[src/sv/gptad_pkg.sv]
// Shared types and constants of the grid path turn angle decimator.
// Depends on nothing; every other file of the block imports it.
package gptad_pkg;

	localparam int unsigned CELL_BITS_DEF = 12;
	localparam int unsigned RES_W = 20;
	localparam int unsigned TAN_W = 16;
	localparam int unsigned WORLD_W = 32;
	localparam int unsigned FRAC_BITS = 16;
	localparam int unsigned CFG_ADDR_W = 8;
	localparam int unsigned CFG_DATA_W = 32;

	localparam logic [CFG_ADDR_W-1:0] REG_ORIGIN_X = CFG_ADDR_W'(0);
	localparam logic [CFG_ADDR_W-1:0] REG_ORIGIN_Y = CFG_ADDR_W'(1);
	localparam logic [CFG_ADDR_W-1:0] REG_RESOLUTION = CFG_ADDR_W'(2);
	localparam logic [CFG_ADDR_W-1:0] REG_TAN_THRESHOLD = CFG_ADDR_W'(3);

	localparam logic [RES_W-1:0] RESOLUTION_RST = RES_W'(3277);
	localparam logic [TAN_W-1:0] TAN_THRESHOLD_RST = TAN_W'(21294);

	// Commands from the controller to the datapath.
	typedef struct packed {
		logic capture;    // take the incoming cell word
		logic hold_first; // held cell <= current cell
		logic shift;      // older <= held, held <= current
		logic turn_step;  // advance the turn test pipeline
		logic wmul;       // multiply the selected cell by the resolution
		logic sel_held;   // selected cell is the held one, else the current one
		logic load_out;   // load the output register
		logic last;       // last_waypoint flag for the loaded word
	} dp_cmd_t;

	// Status from the datapath to the controller.
	typedef struct packed {
		logic cur_end;  // captured cell closes the path
		logic keep;     // turn test result for the held cell
		logic out_free; // output register can take a word this cycle
	} dp_sts_t;

endpackage

[src/sv/gptad_ctrl.sv]
// Controller state machine of the grid path turn angle decimator.
// Depends on gptad_pkg for the command and status structs.
module gptad_ctrl import gptad_pkg::*; (
	input  logic    clk,
	input  logic    arst_n,
	input  logic    in_valid,
	output logic    in_ready,
	output dp_cmd_t cmd,
	input  dp_sts_t sts
);

	typedef enum logic [3:0] {
		S_IDLE, S_DEC, S_TPROD, S_TSUM, S_TMUL, S_TCMP, S_FIN, S_WMUL, S_WOUT
	} state_t;

	state_t     state_q;
	logic [1:0] ps_q;       // cells of the current path held
	logic       held_sel_q; // the pending emission is of the held cell
	logic       last_q;     // last_waypoint of the pending emission

	assign in_ready = (state_q == S_IDLE);

	always_comb begin
		cmd = '0;
		cmd.capture = (state_q == S_IDLE) && in_valid;
		cmd.turn_step = (state_q == S_TPROD) || (state_q == S_TSUM) || (state_q == S_TMUL);
		cmd.shift = (state_q == S_FIN) && !sts.cur_end;
		cmd.wmul = (state_q == S_WMUL);
		cmd.sel_held = held_sel_q;
		cmd.load_out = (state_q == S_WOUT) && sts.out_free;
		cmd.hold_first = cmd.load_out && !held_sel_q && !last_q;
		cmd.last = last_q;
	end

	always_ff @(posedge clk or negedge arst_n) begin
		if (!arst_n) begin
			state_q <= S_IDLE;
			ps_q <= 2'd0;
			held_sel_q <= 1'b0;
			last_q <= 1'b0;
		end else begin
			case (state_q)
				S_IDLE: begin
					if (in_valid)
						state_q <= S_DEC;
				end
				S_DEC: begin
					if (ps_q == 2'd0) begin
						held_sel_q <= 1'b0;
						last_q <= sts.cur_end;
						state_q <= S_WMUL;
					end else if (ps_q == 2'd2) begin
						state_q <= S_TPROD;
					end else begin
						state_q <= S_FIN;
					end
				end
				S_TPROD: state_q <= S_TSUM;
				S_TSUM: state_q <= S_TMUL;
				S_TMUL: state_q <= S_TCMP;
				S_TCMP: begin
					if (sts.keep) begin
						held_sel_q <= 1'b1;
						last_q <= 1'b0;
						state_q <= S_WMUL;
					end else begin
						state_q <= S_FIN;
					end
				end
				S_FIN: begin
					if (sts.cur_end) begin
						held_sel_q <= 1'b0;
						last_q <= 1'b1;
						state_q <= S_WMUL;
					end else begin
						ps_q <= 2'd2;
						state_q <= S_IDLE;
					end
				end
				S_WMUL: state_q <= S_WOUT;
				S_WOUT: begin
					if (sts.out_free) begin
						if (held_sel_q) begin
							state_q <= S_FIN;
						end else begin
							ps_q <= last_q ? 2'd0 : 2'd1;
							state_q <= S_IDLE;
						end
					end
				end
				default: state_q <= S_IDLE;
			endcase
		end
	end

`ifndef ASSERT_OFF
	a_capture_decides: assert property (@(posedge clk) disable iff (!arst_n)
		cmd.capture |=> state_q == S_DEC)
		else $error("captured word not followed by the decision step");
	a_load_when_free: assert property (@(posedge clk) disable iff (!arst_n)
		cmd.load_out |-> sts.out_free)
		else $error("output register loaded while still occupied");
	a_count_range: assert property (@(posedge clk) disable iff (!arst_n)
		ps_q != 2'd3)
		else $error("held cell count out of range");
	a_emit_leaves: assert property (@(posedge clk) disable iff (!arst_n)
		(state_q == S_WOUT && sts.out_free) |=> (state_q == S_IDLE || state_q == S_FIN))
		else $error("emission did not return to the path sequence");
	a_shift_needs_cells: assert property (@(posedge clk) disable iff (!arst_n)
		cmd.shift |-> (ps_q != 2'd0))
		else $error("history shifted with no held cell");
`endif

endmodule

[config.mk]
export PLATFORM = sky130hd
export DESIGN_NAME = gptad_ctrl
export DESIGN_NICKNAME = d
export VERILOG_FILES = /design/src/sv/gptad_pkg.sv /design/src/sv/gptad_ctrl.sv
export SDC_FILE = /design/constraint.sdc
export NUM_CORES = 1
export LEC_CHECK = 0
export BUFFER_PORTS_ARGS = -buffer_cell sky130_fd_sc_hd__buf_4
export CAP_MARGIN = 20
export CORE_MARGIN = 2
export CORE_UTILIZATION = 30
export CTS_BUF_LIST = sky130_fd_sc_hd__clkbuf_8
export DETAILED_ROUTE_END_ITERATION = 16
export HOLD_SLACK_MARGIN = 0.05
export SLEW_MARGIN = 30
export SYNTH_ARGS = -nofsm -noshare
export SYNTH_HDL_FRONTEND = slang
export SYNTH_SLANG_ARGS = --single-unit
[constraint.sdc]
create_clock -name clk -period 4.7 [get_ports clk]
set_clock_uncertainty 0.2 [all_clocks]
set_input_delay 0.94 -clock clk [delete_from_list [all_inputs] [get_ports clk]]
set_output_delay 0.94 -clock clk [all_outputs]
set_load 0.01 [all_outputs]
==> impl_metrics.prom <==
# TYPE chip_impl_metric gauge
chip_impl_metric{name="grt_pass1_wl",unit="um"} 2090
chip_impl_info{name="ctsRootBufferMaster",value="sky130_fd_sc_hd__clkbuf_8"} 1
chip_impl_metric{name="netlist_area_pre_place",unit="um2"} 579.3
chip_impl_metric{name="dp_hpwl",unit="um"} 957.3
chip_impl_metric{name="pwr_density_cell",unit="nW/um2"} 703.4
chip_impl_metric{name="synthAdderAreaFrac",unit=""} 0
chip_impl_metric{name="syn-instance-count",unit=""} 67
chip_impl_metric{name="drt_first_iter_violations",unit=""} 27
chip_impl_metric{name="die_w",unit="um"} 47.95
chip_impl_metric{name="hold_slack",unit="ns"} 0.3236
chip_impl_info{name="critPathSlowestCell",value="sky130_fd_sc_hd__dfrtp_1"} 1
chip_impl_info{name="synth_flop_cell",value="sky130_fd_sc_hd__dfrtp_1"} 1
chip_impl_metric{name="synth_compound_area_frac",unit=""} 0.2397
chip_impl_metric{name="post_synth_num_cell_types",unit=""} 36
chip_impl_metric{name="leak_pwr",unit="nW"} 0.3335
chip_impl_info{name="cp_cell_sequence",value="nor3_1 > nand3_1 > nor3_2 > buf_4"} 1
chip_impl_metric{name="numCtsBuffers",unit=""} 3
chip_impl_metric{name="irDropWorstVdd",unit="mV"} 0.2670
chip_impl_metric{name="vias",unit=""} 546
chip_impl_metric{name="final.fill_count",unit=""} 193
chip_impl_metric{name="cts_setup_buffers",unit=""} 0
chip_impl_metric{name="cts.clk_slew.worst_paths",unit="ns"} 0.04
chip_impl_info{name="top_signal_layer_used",value="met4"} 1
chip_impl_metric{name="grt_use_total",unit=""} 0.1360
chip_impl_metric{name="max-clock-path-buffers",unit=""} 2
chip_impl_metric{name="finalCoreUtilization",unit=""} 0.4014
chip_impl_info{name="status",value="complete, no violations"} 1
chip_impl_info{name="endpoint_kind",value="output port"} 1
chip_impl_metric{name="via_per_inst",unit=""} 5.353
chip_impl_metric{name="routed_wl_per_cell",unit="um"} 13.39
chip_impl_metric{name="area_delta_synth_final",unit="%"} 22.25
chip_impl_metric{name="fin_tns_setup",unit="ns"} 0
chip_impl_metric{name="fin_ws",unit="ns"} 1.921
chip_impl_metric{name="antennaDiodeCount",unit=""} 0
chip_impl_metric{name="fin_crit_sh",unit=""} 0.5913
chip_impl_info{name="worstReg2RegEnd",value="ps_q[1]"} 1
chip_impl_metric{name="fp-row-count",unit=""} 15
chip_impl_metric{name="met3RoutedLength",unit="um"} 79
chip_impl_metric{name="share_of_layout_cells_above_drive_strength_1",unit=""} 0.2727
chip_impl_metric{name="port-buffer-count",unit=""} 14
chip_impl_metric{name="synthSimpleGateAreaFrac",unit=""} 0.2829
chip_impl_metric{name="synthesis.area_per_instance",unit="um2"} 8.646
chip_impl_info{name="dominant_combinational_cell_family_by_area_after_synthesis",value="simple AND/OR/NAND/NOR gates"} 1
chip_impl_metric{name="finalNetCount",unit=""} 85
chip_impl_metric{name="clock_latency",unit="ns"} 0.23
chip_impl_metric{name="yosys-mux-area-fraction",unit=""} 0
chip_impl_info{name="grt_setup_unrepaired",value="no"} 1
chip_impl_metric{name="synth-edff-count",unit=""} 0
chip_impl_metric{name="ys.warnings.count",unit=""} 0
chip_impl_info{name="min-delay-path-class",value="in -> async"} 1
chip_impl_metric{name="floorplan.initialDensity",unit=""} 0.3284
chip_impl_metric{name="grt.overflow.total",unit=""} 0
chip_impl_metric{name="drt_wl_total",unit="um"} 1366
chip_impl_metric{name="die_area",unit="um2"} 2299
chip_impl_info{name="tritoncts",value="built"} 1
chip_impl_metric{name="slew_viol_final",unit=""} 0
chip_impl_metric{name="post-place-ws",unit="ns"} 2.043
chip_impl_metric{name="clock_tree.htree_level_count",unit=""} 1
chip_impl_metric{name="post-route-drc-count",unit=""} 0
chip_impl_metric{name="max_cap_violation_count",unit=""} 0
chip_impl_metric{name="critical_path.max_stage_delay",unit="ns"} 0.56
chip_impl_metric{name="ffs_w_async_s_r_synth",unit=""} 1.000
chip_impl_metric{name="detailroute.wirelength.met2",unit="um"} 637
chip_impl_metric{name="first_global_vias",unit=""} 444
chip_impl_metric{name="tightestPinTransition",unit="ns"} 0.5171
chip_impl_metric{name="synthXorXnorAreaFrac",unit=""} 0.01512
chip_impl_metric{name="slew-limit-headroom",unit=""} 0.6553
chip_impl_info{name="mostFrequentLayoutCell",value="sky130_fd_sc_hd__buf_4"} 1
chip_impl_metric{name="ctsResizeCount",unit=""} 0
chip_impl_metric{name="grt_start_max_net_pins",unit=""} 18
chip_impl_metric{name="numClockSinks",unit=""} 8
chip_impl_metric{name="reg2regPathDepth",unit=""} 4
chip_impl_metric{name="postSynthNetCount",unit=""} 73
chip_impl_metric{name="crit_arrival",unit="ns"} 1.64
chip_impl_metric{name="antenna_found_initial",unit=""} 0
chip_impl_metric{name="wl_met1",unit="um"} 638
chip_impl_metric{name="cp_data_required_time",unit="ns"} 3.56
chip_impl_metric{name="achievable-frequency",unit="MHz"} 359.9
chip_impl_metric{name="pin_count",unit=""} 15
chip_impl_metric{name="floorplan.die.height",unit="um"} 47.95
chip_impl_metric{name="drt_first_pass_iters",unit=""} 4
chip_impl_metric{name="register_bit_total_from_synthesis",unit=""} 8
chip_impl_info{name="worst_flop_to_flop_path_startpoint",value="state_q[3]"} 1
chip_impl_metric{name="hold_buffers",unit=""} 0
chip_impl_metric{name="yosysSeqAreaShare",unit=""} 0.3456
chip_impl_metric{name="cp_max_fo",unit=""} 17
chip_impl_metric{name="ant_nets_after_route",unit=""} 0
chip_impl_info{name="setup.worst_path.start_class",value="flop"} 1
chip_impl_info{name="setup.worst_path.class",value="reg -> out"} 1
chip_impl_metric{name="gp_congestion",unit=""} 0.7498
chip_impl_metric{name="final-hold-violation-count",unit=""} 0
chip_impl_metric{name="timing.final.setup_violations",unit=""} 0
chip_impl_metric{name="reg2reg_slack",unit="ns"} 2.84
chip_impl_metric{name="coreArea",unit="um2"} 1764
chip_impl_metric{name="finalWorstPathRequiredPeriod",unit="ns"} 2.779
chip_impl_info{name="layout.cells.most_common_list",value="14 x sky130_fd_sc_hd__buf_4, 8 x sky130_fd_sc_hd__dfrtp_1, 4 x sky130_fd_sc_hd__inv_1, 4 x sky130_fd_sc_hd__nor3_1"} 1
## cell usage after synthesis, drive strengths merged (2+ instances only)
cell type | instances | area (um2)
nor4 | 2 | 18.77
o21a | 3 | 22.52
nor2b | 2 | 12.51
dfrtp | 8 | 200.2
o21ai | 3 | 15.01
nand3 | 2 | 10.01
a21o | 3 | 22.52
buf | 7 | 48.79
nor2 | 4 | 17.52
nor3b | 2 | 15.01
a21oi | 3 | 15.01
nor3 | 5 | 30.03
a31oi | 2 | 12.51
inv | 5 | 18.76
nand2 | 2 | 7.510
## worst max-delay path by stage
stage,startpoint,endpoint,slack [ns],cells after the start
5_1_grt,state_q[1],cmd[6],1.75,4
2_1_floorplan,sts[2],cmd[5],2.30,2
4_1_cts,state_q[1],cmd[6],1.90,4
3_5_place_dp,sts[0],cmd[6],2.04,4
6_report,state_q[1],cmd[6],1.92,4
3_3_place_gp,sts[2],cmd[5],2.05,4
## flip-flops by register name, summed over array words and instances (netlist names)
name	count
last_q	1
state_q	4
held_sel_q	1
ps_q	2
## worst max-delay path: cells and delay by family, from the launching register on
kind | cells | cell delay [ns]
simple gates | 3 | 0.70
flops | 1 | 0.56
buf+inv | 1 | 0.15
## stage by stage
stage / power, mW / std cells / cell area, um2
2_1_floorplan: 0.3633 / 67 / 579.3
3_3_place_gp: 0.4134 / 99 / 666.9
3_5_place_dp: 0.4146 / 99 / 666.9
4_1_cts: 0.5019 / 102 / 708.2
5_1_grt: 0.5431 / 102 / 708.2
6_report: 0.4982 / 102 / 708.2
## report_power, final
group	leakage, nW	switching [mW]	internal, mW
Clock	0.0216	0.0276	0.0555
Combinational	0.210	0.107	0.126
Sequential	0.102	0.0813	0.101
Total	0.333	0.216	0.282
## kinds of logic after synthesis
kind of cell / after synthesis
DFF: 8
buffers and inverters: 12
xor gates and xnor gates: 1
AOI/OAI and AO/OA: 20
and+or+nand+nor: 26
## metal layers
layer | global-route usage | vias up
met5 | 0 | -
li1 | - | 267
met1 | 0.1914 | 256
met2 | 0.1840 | 21
met4 | 0.06486 | 0
met3 | 0.04528 | 2
## cell type report
type | count | area, um2 | area share
timing repair buffer | 14 | 105.1 | 0.1484
sequential | 8 | 200.2 | 0.2827
tap | 25 | 31.28 | 0.04417
clock buffer | 3 | 41.29 | 0.05830
inverter | 5 | 18.77 | 0.02650
multi-input combinational | 47 | 311.5 | 0.4399
Note: power is estimated with default switching activity, not from simulation.
