[config.mk]
export PLATFORM = sky130hd
export DESIGN_NAME = gptad_dp
export DESIGN_NICKNAME = d
export VERILOG_FILES = /design/src/sv/gptad_pkg.sv /design/src/sv/gptad_dp.sv
export SDC_FILE = /design/constraint.sdc
export NUM_CORES = 2
export LEC_CHECK = 0
export ABC_AREA = 1
export BUFFER_PORTS_ARGS = -buffer_cell sky130_fd_sc_hd__buf_2
export CAP_MARGIN = 20
export CORE_AREA = 2 2 378 380
export DETAILED_ROUTE_END_ITERATION = 6
export DIE_AREA = 0 0 380 382
export GPL_TIMING_DRIVEN = 1
export PLACE_DENSITY = 0.8
export SYNTH_ARGS = -nofsm -noshare
export SYNTH_HDL_FRONTEND = slang
export SYNTH_SLANG_ARGS = --single-unit
export TNS_END_PERCENT = 30
[constraint.sdc]
create_clock -name clk -period 17.5 [get_ports clk]
set_clock_uncertainty 0.05 [all_clocks]
set_input_delay 3.5 -clock clk [delete_from_list [all_inputs] [get_ports clk]]
set_output_delay 3.5 -clock clk [all_outputs]
set_load 0.05 [all_outputs]
[src/sv/gptad_pkg.sv]
// Shared types and constants of the grid path turn angle decimator.
// Depends on nothing; every other file of the block imports it.
package gptad_pkg;

	localparam int unsigned CELL_BITS_DEF = 12;
	localparam int unsigned RES_W = 20;
	localparam int unsigned TAN_W = 16;
	localparam int unsigned WORLD_W = 32;
	localparam int unsigned FRAC_BITS = 16;
	localparam int unsigned CFG_ADDR_W = 8;
	localparam int unsigned CFG_DATA_W = 32;

	localparam logic [CFG_ADDR_W-1:0] REG_ORIGIN_X = CFG_ADDR_W'(0);
	localparam logic [CFG_ADDR_W-1:0] REG_ORIGIN_Y = CFG_ADDR_W'(1);
	localparam logic [CFG_ADDR_W-1:0] REG_RESOLUTION = CFG_ADDR_W'(2);
	localparam logic [CFG_ADDR_W-1:0] REG_TAN_THRESHOLD = CFG_ADDR_W'(3);

	localparam logic [RES_W-1:0] RESOLUTION_RST = RES_W'(3277);
	localparam logic [TAN_W-1:0] TAN_THRESHOLD_RST = TAN_W'(21294);

	// Commands from the controller to the datapath.
	typedef struct packed {
		logic capture;    // take the incoming cell word
		logic hold_first; // held cell <= current cell
		logic shift;      // older <= held, held <= current
		logic turn_step;  // advance the turn test pipeline
		logic wmul;       // multiply the selected cell by the resolution
		logic sel_held;   // selected cell is the held one, else the current one
		logic load_out;   // load the output register
		logic last;       // last_waypoint flag for the loaded word
	} dp_cmd_t;

	// Status from the datapath to the controller.
	typedef struct packed {
		logic cur_end;  // captured cell closes the path
		logic keep;     // turn test result for the held cell
		logic out_free; // output register can take a word this cycle
	} dp_sts_t;

endpackage

[src/sv/gptad_dp.sv]
// Datapath of the grid path turn angle decimator: registers, cell history,
// turn test pipeline, world mapping and output register. Depends on gptad_pkg.
module gptad_dp import gptad_pkg::*; #(
	parameter int unsigned CELL_BITS = CELL_BITS_DEF
) (
	input  logic                      clk,
	input  logic                      arst_n,
	input  logic                      cfg_valid,
	input  logic [CFG_ADDR_W-1:0]     cfg_addr,
	input  logic [CFG_DATA_W-1:0]     cfg_data,
	input  logic [CELL_BITS-1:0]      grid_row,
	input  logic [CELL_BITS-1:0]      grid_col,
	input  logic                      path_end,
	output logic                      out_valid,
	input  logic                      out_ready,
	output logic signed [WORLD_W-1:0] world_x,
	output logic signed [WORLD_W-1:0] world_y,
	output logic                      last_waypoint,
	input  dp_cmd_t                   cmd,
	output dp_sts_t                   sts
);

	localparam int unsigned W = CELL_BITS;
	localparam int unsigned D = W + 1;          // signed cell difference
	localparam int unsigned PW1 = 2 * D + 1;    // dot and cross
	localparam int unsigned PW = PW1 + FRAC_BITS;
	localparam int unsigned PRW = RES_W + W;    // resolution times cell index
	localparam int unsigned SW = (PRW >= 33) ? PRW + 2 : 34;

	logic signed [WORLD_W-1:0] origin_x_q, origin_y_q;
	logic [RES_W-1:0]          resolution_q;
	logic [TAN_W-1:0]          tan_q;

	logic [W-1:0] cur_row_q, cur_col_q, held_row_q, held_col_q, older_row_q, older_col_q;
	logic         cur_end_q;

	logic signed [D-1:0]     ux, uy, vx, vy;
	logic signed [2*D-1:0]   p_uxvx_s1, p_uyvy_s1, p_uxvy_s1, p_uyvx_s1;
	logic signed [PW1-1:0]   dot_s2, cross_s2;
	logic                    dneg_s3, dzero_s3, cnz_s3;
	logic [PW1-1:0]          acr_s3;
	logic [PW-1:0]           prod_s3;
	logic [PW-1:0]           lhs;

	logic [W-1:0]   sel_row, sel_col;
	logic [PRW-1:0] px_s1, py_s1;

	logic                      out_valid_q, last_q;
	logic signed [WORLD_W-1:0] wx_q, wy_q;

	// Origin plus a nonnegative product can only overflow upward.
	function automatic logic [WORLD_W-1:0] sat_world(input logic signed [WORLD_W-1:0] o,
		input logic [PRW-1:0] p);
		logic signed [SW-1:0] s;
		s = SW'(o) + $signed(SW'(p));
		if (!s[SW-1] && (|s[SW-2:WORLD_W-1]))
			return {1'b0, {(WORLD_W-1){1'b1}}};
		return s[WORLD_W-1:0];
	endfunction

	always_ff @(posedge clk or negedge arst_n) begin
		if (!arst_n) begin
			origin_x_q <= '0;
			origin_y_q <= '0;
			resolution_q <= RESOLUTION_RST;
			tan_q <= TAN_THRESHOLD_RST;
		end else if (cfg_valid) begin
			case (cfg_addr)
				REG_ORIGIN_X: origin_x_q <= cfg_data[WORLD_W-1:0];
				REG_ORIGIN_Y: origin_y_q <= cfg_data[WORLD_W-1:0];
				REG_RESOLUTION: resolution_q <= cfg_data[RES_W-1:0];
				REG_TAN_THRESHOLD: tan_q <= cfg_data[TAN_W-1:0];
				default: ;
			endcase
		end
	end

	always_ff @(posedge clk or negedge arst_n) begin
		if (!arst_n) begin
			cur_row_q <= '0;
			cur_col_q <= '0;
			cur_end_q <= 1'b0;
			held_row_q <= '0;
			held_col_q <= '0;
			older_row_q <= '0;
			older_col_q <= '0;
		end else begin
			if (cmd.capture) begin
				cur_row_q <= grid_row;
				cur_col_q <= grid_col;
				cur_end_q <= path_end;
			end
			if (cmd.hold_first || cmd.shift) begin
				held_row_q <= cur_row_q;
				held_col_q <= cur_col_q;
			end
			if (cmd.shift) begin
				older_row_q <= held_row_q;
				older_col_q <= held_col_q;
			end
		end
	end

	assign ux = $signed({1'b0, held_col_q}) - $signed({1'b0, older_col_q});
	assign uy = $signed({1'b0, held_row_q}) - $signed({1'b0, older_row_q});
	assign vx = $signed({1'b0, cur_col_q}) - $signed({1'b0, held_col_q});
	assign vy = $signed({1'b0, cur_row_q}) - $signed({1'b0, held_row_q});

	// Three-stage turn test: products, dot and cross, threshold product.
	always_ff @(posedge clk) begin
		if (cmd.turn_step) begin
			p_uxvx_s1 <= ux * vx;
			p_uyvy_s1 <= uy * vy;
			p_uxvy_s1 <= ux * vy;
			p_uyvx_s1 <= uy * vx;
			dot_s2 <= PW1'(p_uxvx_s1) + PW1'(p_uyvy_s1);
			cross_s2 <= PW1'(p_uxvy_s1) - PW1'(p_uyvx_s1);
			dneg_s3 <= dot_s2[PW1-1];
			dzero_s3 <= (dot_s2 == '0);
			cnz_s3 <= (cross_s2 != '0);
			acr_s3 <= cross_s2[PW1-1] ? $unsigned(-cross_s2) : $unsigned(cross_s2);
			prod_s3 <= PW'(tan_q) * PW'($unsigned(dot_s2));
		end
	end

	assign lhs = {acr_s3, {FRAC_BITS{1'b0}}};
	assign sts.keep = dneg_s3 || (dzero_s3 && cnz_s3)
		|| (!dneg_s3 && !dzero_s3 && (lhs >= prod_s3));
	assign sts.cur_end = cur_end_q;

	assign sel_row = cmd.sel_held ? held_row_q : cur_row_q;
	assign sel_col = cmd.sel_held ? held_col_q : cur_col_q;

	always_ff @(posedge clk) begin
		if (cmd.wmul) begin
			px_s1 <= PRW'(resolution_q) * PRW'(sel_col);
			py_s1 <= PRW'(resolution_q) * PRW'(sel_row);
		end
	end

	assign sts.out_free = !out_valid_q || out_ready;

	always_ff @(posedge clk or negedge arst_n) begin
		if (!arst_n) begin
			out_valid_q <= 1'b0;
		end else if (cmd.load_out) begin
			out_valid_q <= 1'b1;
		end else if (out_ready) begin
			out_valid_q <= 1'b0;
		end
	end

	always_ff @(posedge clk) begin
		if (cmd.load_out) begin
			wx_q <= sat_world(origin_x_q, px_s1);
			wy_q <= sat_world(origin_y_q, py_s1);
			last_q <= cmd.last;
		end
	end

	assign out_valid = out_valid_q;
	assign world_x = wx_q;
	assign world_y = wy_q;
	assign last_waypoint = last_q;

endmodule

==> flow_summary_export.csv <==
group,metric,value,unit
outcome,status,"complete, no violations",
drt,drtIter0Drc,6035,
global_route,antenna_found_initial,2,
setup_path,cp-start-kind,"input port",
cells_and_area,drive_gt1_share,4.55,%
timing,slew_headroom,21.0,%
cells_and_area,final_core_util,63.2,%
synth,synth-compound-area-share,6.18,%
cells_and_area,finish.net_count,12300,
timing,whs,440,ps
synth,adder_cell_area_share_of_the_yosys_netlist,43.0,%
synth,synth.net_count,12300,
global_route,global_route.peak_usage_layer,"met2",
die,initial_core_util,59.9,%
clocking,clkSlewWorstSetupHoldPaths,70,ps
setup_path,slowest_cell_on_the_critical_path,"sky130_fd_sc_hd__fa_1",
synth,post_synth_main_area_contributors,"sky130_fd_sc_hd__fa_1, sky130_fd_sc_hd__edfxtp_1, sky130_fd_sc_hd__nand2_1",
global_route,global_route.usage.met1,43.3,%
cells_and_area,layout.cells.most_common,"sky130_fd_sc_hd__nand2_1",
die,boundaryPins,146,
clocking,post_cts_hold_buffer_count,0,
timing,finalSetupViolCount,0,
global_route,met2_usage,53.5,%
synth,synth_simple_gate_area_share,18.0,%
setup_path,critical_path_cell_by_cell,"buf_2 -> clkinv_1 -> nand2_1 -> nand2_1 -> inv_1 -> nand2_1 -> fa_1 -> inv_1 -> fa_1 -> fa_1 -> fa_1 -> fa_1 -> ha_1 -> a21oi_1 -> a21boi_0 -> o21ai_0 -> nand2_1 -> nand2_1 -> nand2_1 -> nand2_1 -> nand2_1 -> nand2_1",
clocking,cts.repair_timing.setup_buffer_count,0,
cells_and_area,mostFrequentLayoutCells,"sky130_fd_sc_hd__nand2_1, sky130_fd_sc_hd__inv_1, sky130_fd_sc_hd__fa_1",
synth,synth_warnings,0,
drt,detail-route-antenna-nets,0,
cells_and_area,fin_cells,12100,
synth,main_combinational_cell_family_by_area_after_synthesis,"adder cells",
timing,final_min_period_over_clock_period,53.6,%
job,max-cap-violations,0,
setup_path,critical_path_class,"input port to flip-flop",
place,port_buffers,145,
global_route,grt.met3_usage,5.53,%
synth,area_share_of_the_leading_cell_type_in_the_synthesized_netlist,32.4,%
clocking,h-tree-depth,3,
timing,worst_slew_pin_slew,1190,ps
synth,synth-async-reset-ratio,32.6,%
drt,vias,67900,
worst_hold_path,holdCritStartpoint,"out_valid$_DFFE_PN0P_",
die,die_width,380,µm
synth,synthesis.area,0.0843,mm²
synth,share_of_the_synthesized_netlist_area_taken_by_xor_and_xnor_gates,3.16,%
setup_path,rr_worst_depth,27,
synth,top_reg_cell_synth,"sky130_fd_sc_hd__edfxtp_1",
drt,drt_pre_antenna_iters,7,
cells_and_area,fillerInstances,12000,
global_route,via_count_of_the_first_global_routing_pass,71100,
clocking,cts.repair.resized,0,
timing,setup-tns-final,0,ps
setup_path,critPathArrivalTime,9760,ps
synth,synth_register_bits,534,
drt,wl,235,mm
setup_path,worstPathMaxFanout,31,
clocking,clock-root-buffer,"sky130_fd_sc_hd__clkbuf_16",
clocking,cts-root-to-sink-buffers,3,
synth,synth-edff-count,360,
timing,hold_viol_final,0,
timing,maxSlewViolCount,0,
drt,routed_wire_length_per_instance,19.4,µm
clocking,clock_sink_count,534,
synth,post-synth-top-area-cell,"sky130_fd_sc_hd__fa_1",
setup_path,timing.critical_path.to_type,"flip-flop",
global_route,grt.overflow.total,0,
worst_hold_path,whs_endpoint,"out_valid$_DFFE_PN0P_",
timing,finalCriticalPeriod,9380,ps
setup_path,timing.rr.end,"p_uyvx_s1[22]$_DFFE_PP_",
clocking,cts-buffers-inserted,66,
timing,timing.fmax,107,MHz
place,hpwlAfterDp,192,mm
setup_path,worst-r2r-setup-slack,8950,ps
worst_hold_path,min_path_type,"flip-flop to flip-flop",
clocking,clk-insertion-delay-late,670,ps
global_route,grt_usage,33.2,%
global_route,grt_max_degree,109,
synth,postSynthCellCount,10200,
synth,syn_area_per_cell,8.29,µm²
drt,drc_errors,0,
cells_and_area,flow.area_growth_from_synthesis,5.64,%
synth,seq_area_frac_synth,18.0,%
die,die_area,0.145,mm²
die,placement_rows,138,
place,post-place-cells,12000,
setup_path,regToRegStartpoint,"held_col_q[7]$_DFFE_PN0P_",
synth,share_of_synthesized_area_spent_on_multiplexers,0.0134,%
place,gp_congestion,0.993,
worst_hold_path,holdPathStages,2,
timing,rsz0062_at_grt,"false",
clocking,clock_tree_from_tritoncts,"built",
setup_path,worst-endpoint-required,17880,ps
drt,post_drt_via_cell_ratio,5.61,
die,fp.coreArea,0.141,mm²
synth,synth_cell_type_count,61,
setup_path,critical_path.max_stage_delay,580,ps
setup_path,cp_common_cell,"sky130_fd_sc_hd__nand2_1",
die,fp.dieH,382,µm
global_route,first_pass_grt_wire_length,380,mm
-- metrics by stage --
stage | worst slack (ps) | instance area (µm²)
after floorplan | 8920 | 84300
after global placement | 7690 | 86700
after detailed placement | 7580 | 86700
after CTS | 8310 | 89000
after global routing | 7640 | 89100
final | 8120 | 89100
-- synth_stat cells (4+ instances only) --
cell type,instances
sky130_fd_sc_hd__nand2_1,2459
sky130_fd_sc_hd__inv_1,2206
sky130_fd_sc_hd__fa_1,1366
sky130_fd_sc_hd__nor2_1,850
sky130_fd_sc_hd__ha_1,715
sky130_fd_sc_hd__edfxtp_1,360
sky130_fd_sc_hd__a21oi_1,354
sky130_fd_sc_hd__o21ai_0,258
sky130_fd_sc_hd__nand3_1,219
sky130_fd_sc_hd__clkbuf_1,187
sky130_fd_sc_hd__xor2_1,183
sky130_fd_sc_hd__dfrtp_1,159
sky130_fd_sc_hd__xnor2_1,116
sky130_fd_sc_hd__o21ai_1,76
sky130_fd_sc_hd__nand4_1,72
sky130_fd_sc_hd__buf_2,57
sky130_fd_sc_hd__nor3_1,55
sky130_fd_sc_hd__o21bai_1,43
sky130_fd_sc_hd__a21o_1,42
sky130_fd_sc_hd__buf_1,39
sky130_fd_sc_hd__nor4_1,34
sky130_fd_sc_hd__o21ai_2,32
sky130_fd_sc_hd__a31oi_1,28
sky130_fd_sc_hd__or2_2,20
sky130_fd_sc_hd__nand3b_1,18
sky130_fd_sc_hd__o211ai_1,18
sky130_fd_sc_hd__buf_6,17
sky130_fd_sc_hd__a21boi_0,16
sky130_fd_sc_hd__clkinv_1,16
sky130_fd_sc_hd__dfstp_2,15
sky130_fd_sc_hd__o21a_1,15
sky130_fd_sc_hd__nand2_2,13
sky130_fd_sc_hd__a211oi_1,12
sky130_fd_sc_hd__inv_2,11
sky130_fd_sc_hd__buf_4,10
sky130_fd_sc_hd__and2_1,9
sky130_fd_sc_hd__and3_1,8
sky130_fd_sc_hd__o31ai_1,8
sky130_fd_sc_hd__nor3_2,6
sky130_fd_sc_hd__or2_1,6
sky130_fd_sc_hd__a21oi_2,5
sky130_fd_sc_hd__a221oi_1,4
sky130_fd_sc_hd__nand2_4,4
sky130_fd_sc_hd__nor2_2,4
sky130_fd_sc_hd__or2_0,4
-- worst max-delay path: cells and delay by family --
kind                       cells  cell delay (ps)
adders and majority gates      6             2760
AOI/OAI and AO/OA              3             1060
buffers and inverters          4             1490
and+or+nand+nor                9              940
-- per-layer routing --
metal  up-vias  share of wire (%)
li1      30700                  -
met2      3110                 46
met5         -             0.0047
met4         2                6.4
met1     33200                 39
met3       820                8.5
-- cell families after synthesis --
logic type	count (synthesis)
AO/OA/AOI/OAI	918
XOR/XNOR	302
adder cells (fa/ha/maj)	2081
buffers and inverters	2546
flip-flops	534
multiplexers	1
AND/OR/NAND/NOR	3788
-- flip-flops by register name, summed over array words and instances, names as in the netlist, 32 cells and up --
signal      flops
origin_y_q     32
world_y        32
origin_x_q     32
prod_s3        43
py_s1          32
px_s1          32
world_x        32
-- worst max path at each step --
stage	from	end	slack [ps]	cells after the start
after floorplan	cmd[2]	px_s1[29]$_DFFE_PP_	8920	23
after global placement	cmd[2]	py_s1[22]$_DFFE_PP_	7690	22
after detailed placement	cmd[2]	py_s1[22]$_DFFE_PP_	7580	22
after CTS	cmd[2]	py_s1[22]$_DFFE_PP_	8310	22
after global routing	cmd[2]	py_s1[22]$_DFFE_PP_	7640	22
final	cmd[2]	py_s1[22]$_DFFE_PP_	8120	22
-- final cells by class --
cell class | instances | area [µm²] | area share [%]
diodes | 1 | 2.50 | 0.00281
clock buffers | 83 | 1860 | 2.09
clock inverters | 36 | 459 | 0.515
inverters | 2235 | 8400 | 9.42
multi-input cells | 7090 | 59400 | 66.6
flip-flops and latches | 534 | 15200 | 17.0
well taps | 1890 | 2360 | 2.65
repair buffers | 229 | 1450 | 1.62
Power is not shown: default switching activity piles up to over one toggle a cycle in this logic, so the estimate is an artifact.
